===== config.mk =====
export PLATFORM = sky130hd
export DESIGN_NAME = encoder_edge_rate_gated_counter_unit
export DESIGN_NICKNAME = d
export VERILOG_FILES = /design/src/rtl/eerg_pkg.sv /design/src/rtl/eerg_rate_gate.sv /design/src/rtl/eerg_position.sv /design/src/rtl/encoder_edge_rate_gated_counter_unit.sv
export SDC_FILE = /design/constraint.sdc
export NUM_CORES = 1
export LEC_CHECK = 0
export ABC_CLOCK_PERIOD_IN_PS = 9400
export BUFFER_PORTS_ARGS = -buffer_cell sky130_fd_sc_hd__buf_2
export CORE_MARGIN = 3
export CORE_UTILIZATION = 63
export DETAILED_ROUTE_END_ITERATION = 10
export PLACE_DENSITY = 0.83
export SLEW_MARGIN = 20
export SYNTH_ARGS = -nofsm -noshare
export SYNTH_HDL_FRONTEND = slang
export SYNTH_SLANG_ARGS = --single-unit

===== constraint.sdc =====
create_clock -name aclk -period 9.4 [get_ports aclk]
set_input_delay 1.41 -clock aclk [delete_from_list [all_inputs] [get_ports aclk]]
set_output_delay 1.41 -clock aclk [all_outputs]
set_load 0.02 [all_outputs]

===== src/rtl/eerg_pkg.sv =====
// shared constants, codes and types for the encoder edge rate gated counter
`default_nettype none
package eerg_pkg;

    // field widths
    localparam int TIME_W = 32;
    localparam int POS_W  = 20;
    localparam int INTV_W = 24;
    localparam int STAT_W = 2;

    // interval history, depth must be a power of two (average is a shift)
    localparam int HIST_DEPTH = 16;
    localparam int HIST_BITS  = $clog2(HIST_DEPTH);
    localparam int SUM_W      = INTV_W + HIST_BITS;

    // stream word widths
    localparam int S_DATA_W = 40;
    localparam int S_USER_W = 1;
    localparam int M_DATA_W = 24;
    localparam int M_USER_W = STAT_W;

    // configuration port
    localparam int CFG_IDX_W  = 2;
    localparam int CFG_DATA_W = 24;

    localparam logic [CFG_IDX_W-1:0] CFG_POSITION_LIMIT = 2'd0;
    localparam logic [CFG_IDX_W-1:0] CFG_START_TARGET   = 2'd1;
    localparam logic [CFG_IDX_W-1:0] CFG_GAP_LIMIT      = 2'd2;
    localparam logic [CFG_IDX_W-1:0] CFG_SLOW_LIMIT     = 2'd3;

    // reset values of the configuration registers
    localparam logic [POS_W-1:0]  POSITION_LIMIT_RST = 20'd4095;
    localparam logic [POS_W-1:0]  START_TARGET_RST   = 20'd0;
    localparam logic [INTV_W-1:0] GAP_LIMIT_RST      = 24'd250000;
    localparam logic [INTV_W-1:0] SLOW_LIMIT_RST     = 24'd60000;

    // edge status codes
    localparam logic [STAT_W-1:0] ST_COUNTED  = 2'd0;
    localparam logic [STAT_W-1:0] ST_GAP_LONG = 2'd1;
    localparam logic [STAT_W-1:0] ST_TOO_SLOW = 2'd2;

    // verdict of the rate gate for the current edge
    typedef struct packed {
        logic [STAT_W-1:0] status;
        logic              counted;
    } gate_res_t;

endpackage
`default_nettype wire


===== src/rtl/eerg_rate_gate.sv =====
// interval measurement, history ring with running sum and rate gating
`default_nettype none
module eerg_rate_gate (
    input  wire logic                          aclk,
    input  wire logic                          aresetn,
    input  wire logic                          fire,
    input  wire logic [eerg_pkg::TIME_W-1:0]   timestamp,
    input  wire logic [eerg_pkg::INTV_W-1:0]   gap_limit,
    input  wire logic [eerg_pkg::INTV_W-1:0]   slow_limit,
    output eerg_pkg::gate_res_t                res
);

    logic [eerg_pkg::TIME_W-1:0]    last_time_reg;
    logic [eerg_pkg::INTV_W-1:0]    ring_reg [eerg_pkg::HIST_DEPTH];
    logic [eerg_pkg::SUM_W-1:0]     sum_reg;
    logic [eerg_pkg::HIST_BITS-1:0] slot_reg;

    logic [eerg_pkg::TIME_W-1:0]    dt;
    logic [eerg_pkg::INTV_W-1:0]    dt_short;
    logic                           gap_long;
    logic [eerg_pkg::SUM_W-1:0]     sum_next;
    logic [eerg_pkg::INTV_W-1:0]    avg;
    logic [eerg_pkg::HIST_BITS-1:0] slot_next;

    // interval since previous edge, wraps with the timer
    assign dt       = timestamp - last_time_reg;
    assign dt_short = dt[eerg_pkg::INTV_W-1:0];
    assign gap_long = dt > {{(eerg_pkg::TIME_W-eerg_pkg::INTV_W){1'b0}}, gap_limit};

    // running sum: drop the oldest interval, add the new one
    assign sum_next = sum_reg
                    - {{eerg_pkg::HIST_BITS{1'b0}}, ring_reg[slot_reg]}
                    + {{eerg_pkg::HIST_BITS{1'b0}}, dt_short};
    assign avg      = sum_next[eerg_pkg::SUM_W-1:eerg_pkg::HIST_BITS];

    assign slot_next = (slot_reg == eerg_pkg::HIST_BITS'(eerg_pkg::HIST_DEPTH - 1))
                     ? '0 : slot_reg + 1'b1;

    // verdict
    always_comb begin
        if (gap_long) begin
            res.status  = eerg_pkg::ST_GAP_LONG;
            res.counted = 1'b0;
        end else if (avg > slow_limit) begin
            res.status  = eerg_pkg::ST_TOO_SLOW;
            res.counted = 1'b0;
        end else begin
            res.status  = eerg_pkg::ST_COUNTED;
            res.counted = 1'b1;
        end
    end

    // state update, the edge time is always taken
    always_ff @(posedge aclk) begin
        if (!aresetn) begin
            last_time_reg <= '0;
            sum_reg       <= '0;
            slot_reg      <= '0;
            for (int i = 0; i < eerg_pkg::HIST_DEPTH; i++) begin
                ring_reg[i] <= '0;
            end
        end else if (fire) begin
            last_time_reg <= timestamp;
            if (!gap_long) begin
                ring_reg[slot_reg] <= dt_short;
                sum_reg            <= sum_next;
                slot_reg           <= slot_next;
            end
        end
    end

endmodule
`default_nettype wire


===== src/rtl/eerg_position.sv =====
// target position counter with direction decode and clamp
`default_nettype none
module eerg_position (
    input  wire logic                        aclk,
    input  wire logic                        aresetn,
    input  wire logic                        load,
    input  wire logic [eerg_pkg::POS_W-1:0]  load_value,
    input  wire logic                        fire,
    input  wire eerg_pkg::gate_res_t         gate,
    input  wire logic                        mode,
    input  wire logic                        other_level,
    input  wire logic [eerg_pkg::POS_W-1:0]  position_limit,
    output logic [eerg_pkg::POS_W-1:0]       position_next,
    output logic                             step_up
);

    logic [eerg_pkg::POS_W-1:0] count_reg;
    logic                       dir_up;
    logic [eerg_pkg::POS_W:0]   stepped;
    logic [eerg_pkg::POS_W-1:0] clamped;

    // channel a counts up on other low, channel b on other high
    assign dir_up = mode ? other_level : ~other_level;

    // step and clamp to 0..limit
    always_comb begin
        if (dir_up) begin
            stepped = {1'b0, count_reg} + 1'b1;
        end else if (count_reg == '0) begin
            stepped = '0;
        end else begin
            stepped = {1'b0, count_reg} - 1'b1;
        end
        if (stepped > {1'b0, position_limit}) begin
            clamped = position_limit;
        end else begin
            clamped = stepped[eerg_pkg::POS_W-1:0];
        end
    end

    assign position_next = gate.counted ? clamped : count_reg;
    assign step_up       = gate.counted & dir_up;

    always_ff @(posedge aclk) begin
        if (!aresetn) begin
            count_reg <= eerg_pkg::START_TARGET_RST;
        end else if (load) begin
            count_reg <= load_value;
        end else if (fire) begin
            count_reg <= position_next;
        end
    end

endmodule
`default_nettype wire


===== src/rtl/encoder_edge_rate_gated_counter_unit.sv =====
// top level: stream ports, config registers, input and result registers
// path: a word waits in the input register, then its result is registered onto m_tvalid
// throughput: one edge word per cycle while m_tready does not stall, set by the update loop
//   through the interval ring, running sum and position counter
// reset: synchronous active-low aresetn clears the ring, sum, edge time and
//   handshake state and loads config defaults; target loads START_TARGET_RST
`default_nettype none
module encoder_edge_rate_gated_counter_unit (
    input  wire logic                              aclk,
    input  wire logic                              aresetn,
    // input edge words
    input  wire logic                              s_tvalid,
    output logic                                   s_tready,
    input  wire logic [eerg_pkg::S_DATA_W-1:0]     s_tdata,  // other_level, timestamp_us
    input  wire logic [eerg_pkg::S_USER_W-1:0]     s_tuser,  // mode
    // result words
    output logic                                   m_tvalid,
    input  wire logic                              m_tready,
    output logic [eerg_pkg::M_DATA_W-1:0]          m_tdata,  // target_position, step_up
    output logic [eerg_pkg::M_USER_W-1:0]          m_tuser,  // edge_status
    // configuration writes
    input  wire logic                              cfg_valid,
    output logic                                   cfg_ready,
    input  wire logic [eerg_pkg::CFG_IDX_W-1:0]    cfg_index,
    input  wire logic [eerg_pkg::CFG_DATA_W-1:0]   cfg_data
);

    // config registers
    logic [eerg_pkg::POS_W-1:0]  pos_limit_reg;
    logic [eerg_pkg::INTV_W-1:0] gap_limit_reg;
    logic [eerg_pkg::INTV_W-1:0] slow_limit_reg;
    logic                        cfg_wr;
    logic                        load_target;

    // input register
    logic                        in_valid_reg;
    logic                        mode_reg;
    logic                        other_reg;
    logic [eerg_pkg::TIME_W-1:0] time_reg;

    // result register
    logic                        out_valid_reg;
    logic [eerg_pkg::POS_W-1:0]  out_pos_reg;
    logic [eerg_pkg::STAT_W-1:0] out_stat_reg;
    logic                        out_up_reg;

    logic                        fire;
    eerg_pkg::gate_res_t         gate;
    logic [eerg_pkg::POS_W-1:0]  pos_next;
    logic                        step_up;

    assign cfg_ready   = 1'b1;
    assign cfg_wr      = cfg_valid & cfg_ready;
    assign load_target = cfg_wr & (cfg_index == eerg_pkg::CFG_START_TARGET);

    always_ff @(posedge aclk) begin
        if (!aresetn) begin
            pos_limit_reg  <= eerg_pkg::POSITION_LIMIT_RST;
            gap_limit_reg  <= eerg_pkg::GAP_LIMIT_RST;
            slow_limit_reg <= eerg_pkg::SLOW_LIMIT_RST;
        end else if (cfg_wr) begin
            case (cfg_index)
                eerg_pkg::CFG_POSITION_LIMIT: pos_limit_reg <= cfg_data[eerg_pkg::POS_W-1:0];
                eerg_pkg::CFG_START_TARGET: begin
                end
                eerg_pkg::CFG_GAP_LIMIT:      gap_limit_reg  <= cfg_data;
                eerg_pkg::CFG_SLOW_LIMIT:     slow_limit_reg <= cfg_data;
                default: begin
                end
            endcase
        end
    end

    // process the held word when the result register is free
    assign fire     = in_valid_reg & (~out_valid_reg | m_tready);
    assign s_tready = ~in_valid_reg | fire;

    always_ff @(posedge aclk) begin
        if (!aresetn) begin
            in_valid_reg <= 1'b0;
        end else if (s_tready) begin
            in_valid_reg <= s_tvalid;
        end
    end

    always_ff @(posedge aclk) begin
        if (s_tready & s_tvalid) begin
            mode_reg  <= s_tuser[0];
            other_reg <= s_tdata[0];
            time_reg  <= s_tdata[eerg_pkg::TIME_W:1];
        end
    end

    eerg_rate_gate u_gate (
        .aclk       (aclk),
        .aresetn    (aresetn),
        .fire       (fire),
        .timestamp  (time_reg),
        .gap_limit  (gap_limit_reg),
        .slow_limit (slow_limit_reg),
        .res        (gate)
    );

    eerg_position u_pos (
        .aclk           (aclk),
        .aresetn        (aresetn),
        .load           (load_target),
        .load_value     (cfg_data[eerg_pkg::POS_W-1:0]),
        .fire           (fire),
        .gate           (gate),
        .mode           (mode_reg),
        .other_level    (other_reg),
        .position_limit (pos_limit_reg),
        .position_next  (pos_next),
        .step_up        (step_up)
    );

    // result register
    always_ff @(posedge aclk) begin
        if (!aresetn) begin
            out_valid_reg <= 1'b0;
        end else if (fire) begin
            out_valid_reg <= 1'b1;
        end else if (m_tready) begin
            out_valid_reg <= 1'b0;
        end
    end

    always_ff @(posedge aclk) begin
        if (fire) begin
            out_pos_reg  <= pos_next;
            out_stat_reg <= gate.status;
            out_up_reg   <= step_up;
        end
    end

    assign m_tvalid = out_valid_reg;
    assign m_tdata  = {{(eerg_pkg::M_DATA_W-eerg_pkg::POS_W-1){1'b0}}, out_up_reg, out_pos_reg};
    assign m_tuser  = out_stat_reg;

endmodule
`default_nettype wire


==> flow_summary_export.csv <==
group,metric,value,unit
floorplan,num_rows,81,
route,dr_wl_met3,11.4,mm
global_route,grt-ovfl-total,0,
min_path,hold_end,"u_gate.last_time_reg[11]",
clock_tree,clkSlewWorstSetupHoldPaths,0.06,ns
layout,largest_reg_flops,384,
clock_tree,clk_path_buf_depth,3,
synth,syn_inst,2835,
clock_tree,cts_root_buffer,"clkbuf_16",
synth,synth_top_area_share,42.1,%
route,viasPerCell,6.81,
synth,syn_area,0.0314,sq mm
floorplan,io_pins,101,
sta,fmax,117,MHz
sta,setup_viol,0,
synth,yosysTopAreaCell,"edfxtp_1",
global_route,grt_pass1_vias,24344,
route,vias,24244,
synth,yosysWarnings,0,
layout,finalNetCount,3078,
synth,synthTopCellsByArea,"edfxtp_1 (42%), dfxtp_1 (10%), mux4_2 (8.6%)",
min_path,hp-start,"u_gate.last_time_reg[11]",
floorplan,start_util,63.9,%
floorplan,core,0.0492,sq mm
worst_setup_path,cp.arrival,8.90,ns
route,drt_iter0_drc,3424,
route,first_pass_iters,6,
clock_tree,postCtsResizedCells,0,
sta,finClkSkew,0.0244,ns
worst_setup_path,rr_startpoint,"time_reg[0]",
pwr,p_leak,12.3,nW
outcome,status,"completed",
job,max_cap_viol_count,0,
synth,avgSynthCellArea,11.1,sq um
clock_tree,post_cts_buffers,0,
layout,synthToLayoutAreaGrowth,10.2,%
route,routed_wl,91.4,mm
sta,tightest_slew,1.23,ns
clock_tree,holdBufCountCts,0,
worst_setup_path,crit_required,9.78,ns
sta,slew_violations,0,
clock_tree,ctsHtreeMaxLevel,2,
worst_setup_path,crit_start,"time_reg[0]",
global_route,grt_max_degree,89,
placed_design,gp_congestion,0.914,
sta,fin_crit,8.52,ns
placed_design,hpwl,56.4,mm
clock_tree,clk_latency,0.65,ns
layout,num-fill-cells,3276,
clock_tree,cts_sinks,599,
global_route,grt_usage,34.7,%
worst_setup_path,start_kind,"flip-flop",
worst_setup_path,crit_slowest_cell,"fa_1",
sta,final-hold-violation-count,0,
floorplan,die_x,229,microns
min_path,hp-class,"flip-flop to flip-flop",
route,drc_errors,0,
pwr,ir_worst_vdd,0.177,mV
floorplan,dieHeight,229,microns
sta,tns,0,ns
synth,synthFlopType,"edfxtp_1",
synth,ys_seq_elements,599,
sta,fin_crit_sh,90.6,%
synth,synth-async-reset-ratio,0,%
min_path,holdPathStages,2,
layout,drive_gt1_share,16.5,%
pwr,powerDensity,202,mW/mm^2
worst_setup_path,path_max_fanout,20,
route,dr_wl_met2,41.8,mm
route,wl_per_cell,25.7,microns
placed_design,port_buffers,89,
route,antenna_left,0,
route,top_layer,"met4",
synth,ys_top_cells_by_count,"edfxtp_1 (441), nand2_1 (250), nor2_1 (234)",
sta,rsz0062_at_grt,"no",
synth,synth_edf_count,441,
route,m1WireLength,33.0,mm
global_route,grt_first_pass_wirelength,140,mm
worst_setup_path,slowest_delay,0.47,ns
floorplan,die_area,0.0526,sq mm
layout,final_util,70.4,%
worst_setup_path,rr_endpoint,"out_pos_reg[18]",
clock_tree,cts_tree,"done",
pwr,p_total,0.00700,W
worst_setup_path,regToRegSetupSlack,0.88,ns
global_route,antenna_found_initial,1,
sta,slew_headroom,18.0,%
synth,yosysMostFrequentCell,"edfxtp_1",
synth,ys_seq_area_share,52.2,%
worst_setup_path,cp-end-kind,"flip-flop",
clock_tree,cts_buffers,60,
worst_setup_path,rr_worst_depth,32,
worst_setup_path,crit_type,"flip-flop to flip-flop",
synth,synth_cell_types,84,
[metrics by stage]
step | hold WS (ns) | worst slack [ns] | cells | area [sq um]
6_report | 0.453 | 0.884 | 3562 | 34600
5_1_grt | 0.475 | 0.370 | 3562 | 34600
4_1_cts | 0.455 | 1.09 | 3561 | 34600
3_5_place_dp | 0.446 | 1.16 | 3449 | 32600
3_3_place_gp | 0.441 | 1.31 | 3449 | 32600
2_1_floorplan | 0.436 | 1.41 | 2837 | 31400
[kinds of logic (layout without fill, tap and decap cells)]
| family | Yosys count | after routing | synth area share (%) |
|---|---|---|---|
| AO/OA/AOI/OAI | 490 | 490 | 9.76 |
| XOR/XNOR | 59 | 59 | 1.64 |
| adder cells (fa/ha/maj) | 159 | 159 | 6.93 |
| buffers and inverters | 397 | 457 | 5.00 |
| flip-flops | 599 | 599 | 52.2 |
| multiplexers | 162 | 162 | 10.1 |
| other | 2 | 5 | 0.0239 |
| AND/OR/NAND/NOR | 967 | 967 | 14.3 |
[worst max-delay path: cells and delay by family, from the launching register on]
family                     cells  cell delay [ns]
adders and majority gates      5             1.71
DFF                            1             0.38
AOI/OAI and AO/OA             15             3.67
and+or+nand+nor                3             0.62
xor gates and xnor gates       2             0.36
buffers and inverters          6             1.08
muxes                          1             0.38
[worst max-delay path by stage]
stage | endpoint | depth (start not counted) | slack (ns)
global route | out_pos_reg[9] | 32 | 0.37
finish | out_pos_reg[18] | 32 | 0.88
floorplan | u_gate.ring_reg[10][0] | 26 | 1.41
global placement | out_pos_reg[9] | 32 | 1.31
detailed placement | out_pos_reg[9] | 32 | 1.16
CTS | out_pos_reg[9] | 32 | 1.09
[layout make-up]
type / instances / area (sq um) / area share, %
well taps: 664 / 831 / 2.40
clock inverters: 37 / 415 / 1.20
flip-flops and latches: 599 / 16400 / 47.4
clock buffers: 75 / 1630 / 4.72
repair buffers: 161 / 1030 / 2.96
inverters: 184 / 692 / 2.00
multi-input cells: 1841 / 13600 / 39.3
diodes: 1 / 2.50 / 0.00723
[layer usage]
layer,vias to the layer above,GRT usage [%]
met5,-,0
met4,0,17.6
met3,380,8.47
met2,1750,53.7
met1,11678,46.0
li1,10436,-
[power breakdown]
part           switching [W]  total (W)  internal (W)
clock                0.00105    0.00252       0.00147
combinational       0.000946    0.00149      0.000542
sequential         0.0000517    0.00299       0.00294
total                0.00205    0.00700       0.00496
[placed cells by master (no fill, tap or decap), types with 10 or more instances in the layout]
cell type / netlist / layout
nand3_1: 93 / 93
nand2_1: 250 / 249
ha_1: 134 / 134
o21ai_0: 87 / 74
clkbuf_1: 174 / 10
o211ai_1: 53 / 53
nor4_1: 11 / 10
nor2_2: 10 / 11
clkbuf_16: 0 / 63
buf_2: 17 / 88
o21bai_1: 10 / 10
nor2_1: 234 / 232
nand2b_1: 10 / 10
xor2_1: 21 / 21
nand4_1: 44 / 44
buf_4: 6 / 70
nor3_1: 233 / 232
clkinv_2: 0 / 14
a31oi_1: 12 / 12
nor2b_1: 14 / 14
o21a_1: 19 / 19
mux4_2: 120 / 120
fa_1: 25 / 25
a21oi_1: 190 / 190
mux2_2: 36 / 36
xnor2_1: 38 / 36
and3_1: 10 / 10
a21o_1: 34 / 34
edfxtp_1: 441 / 441
o21ai_2: 0 / 12
inv_1: 183 / 182
dfxtp_1: 158 / 155
(Power assumes the default switching activity.)
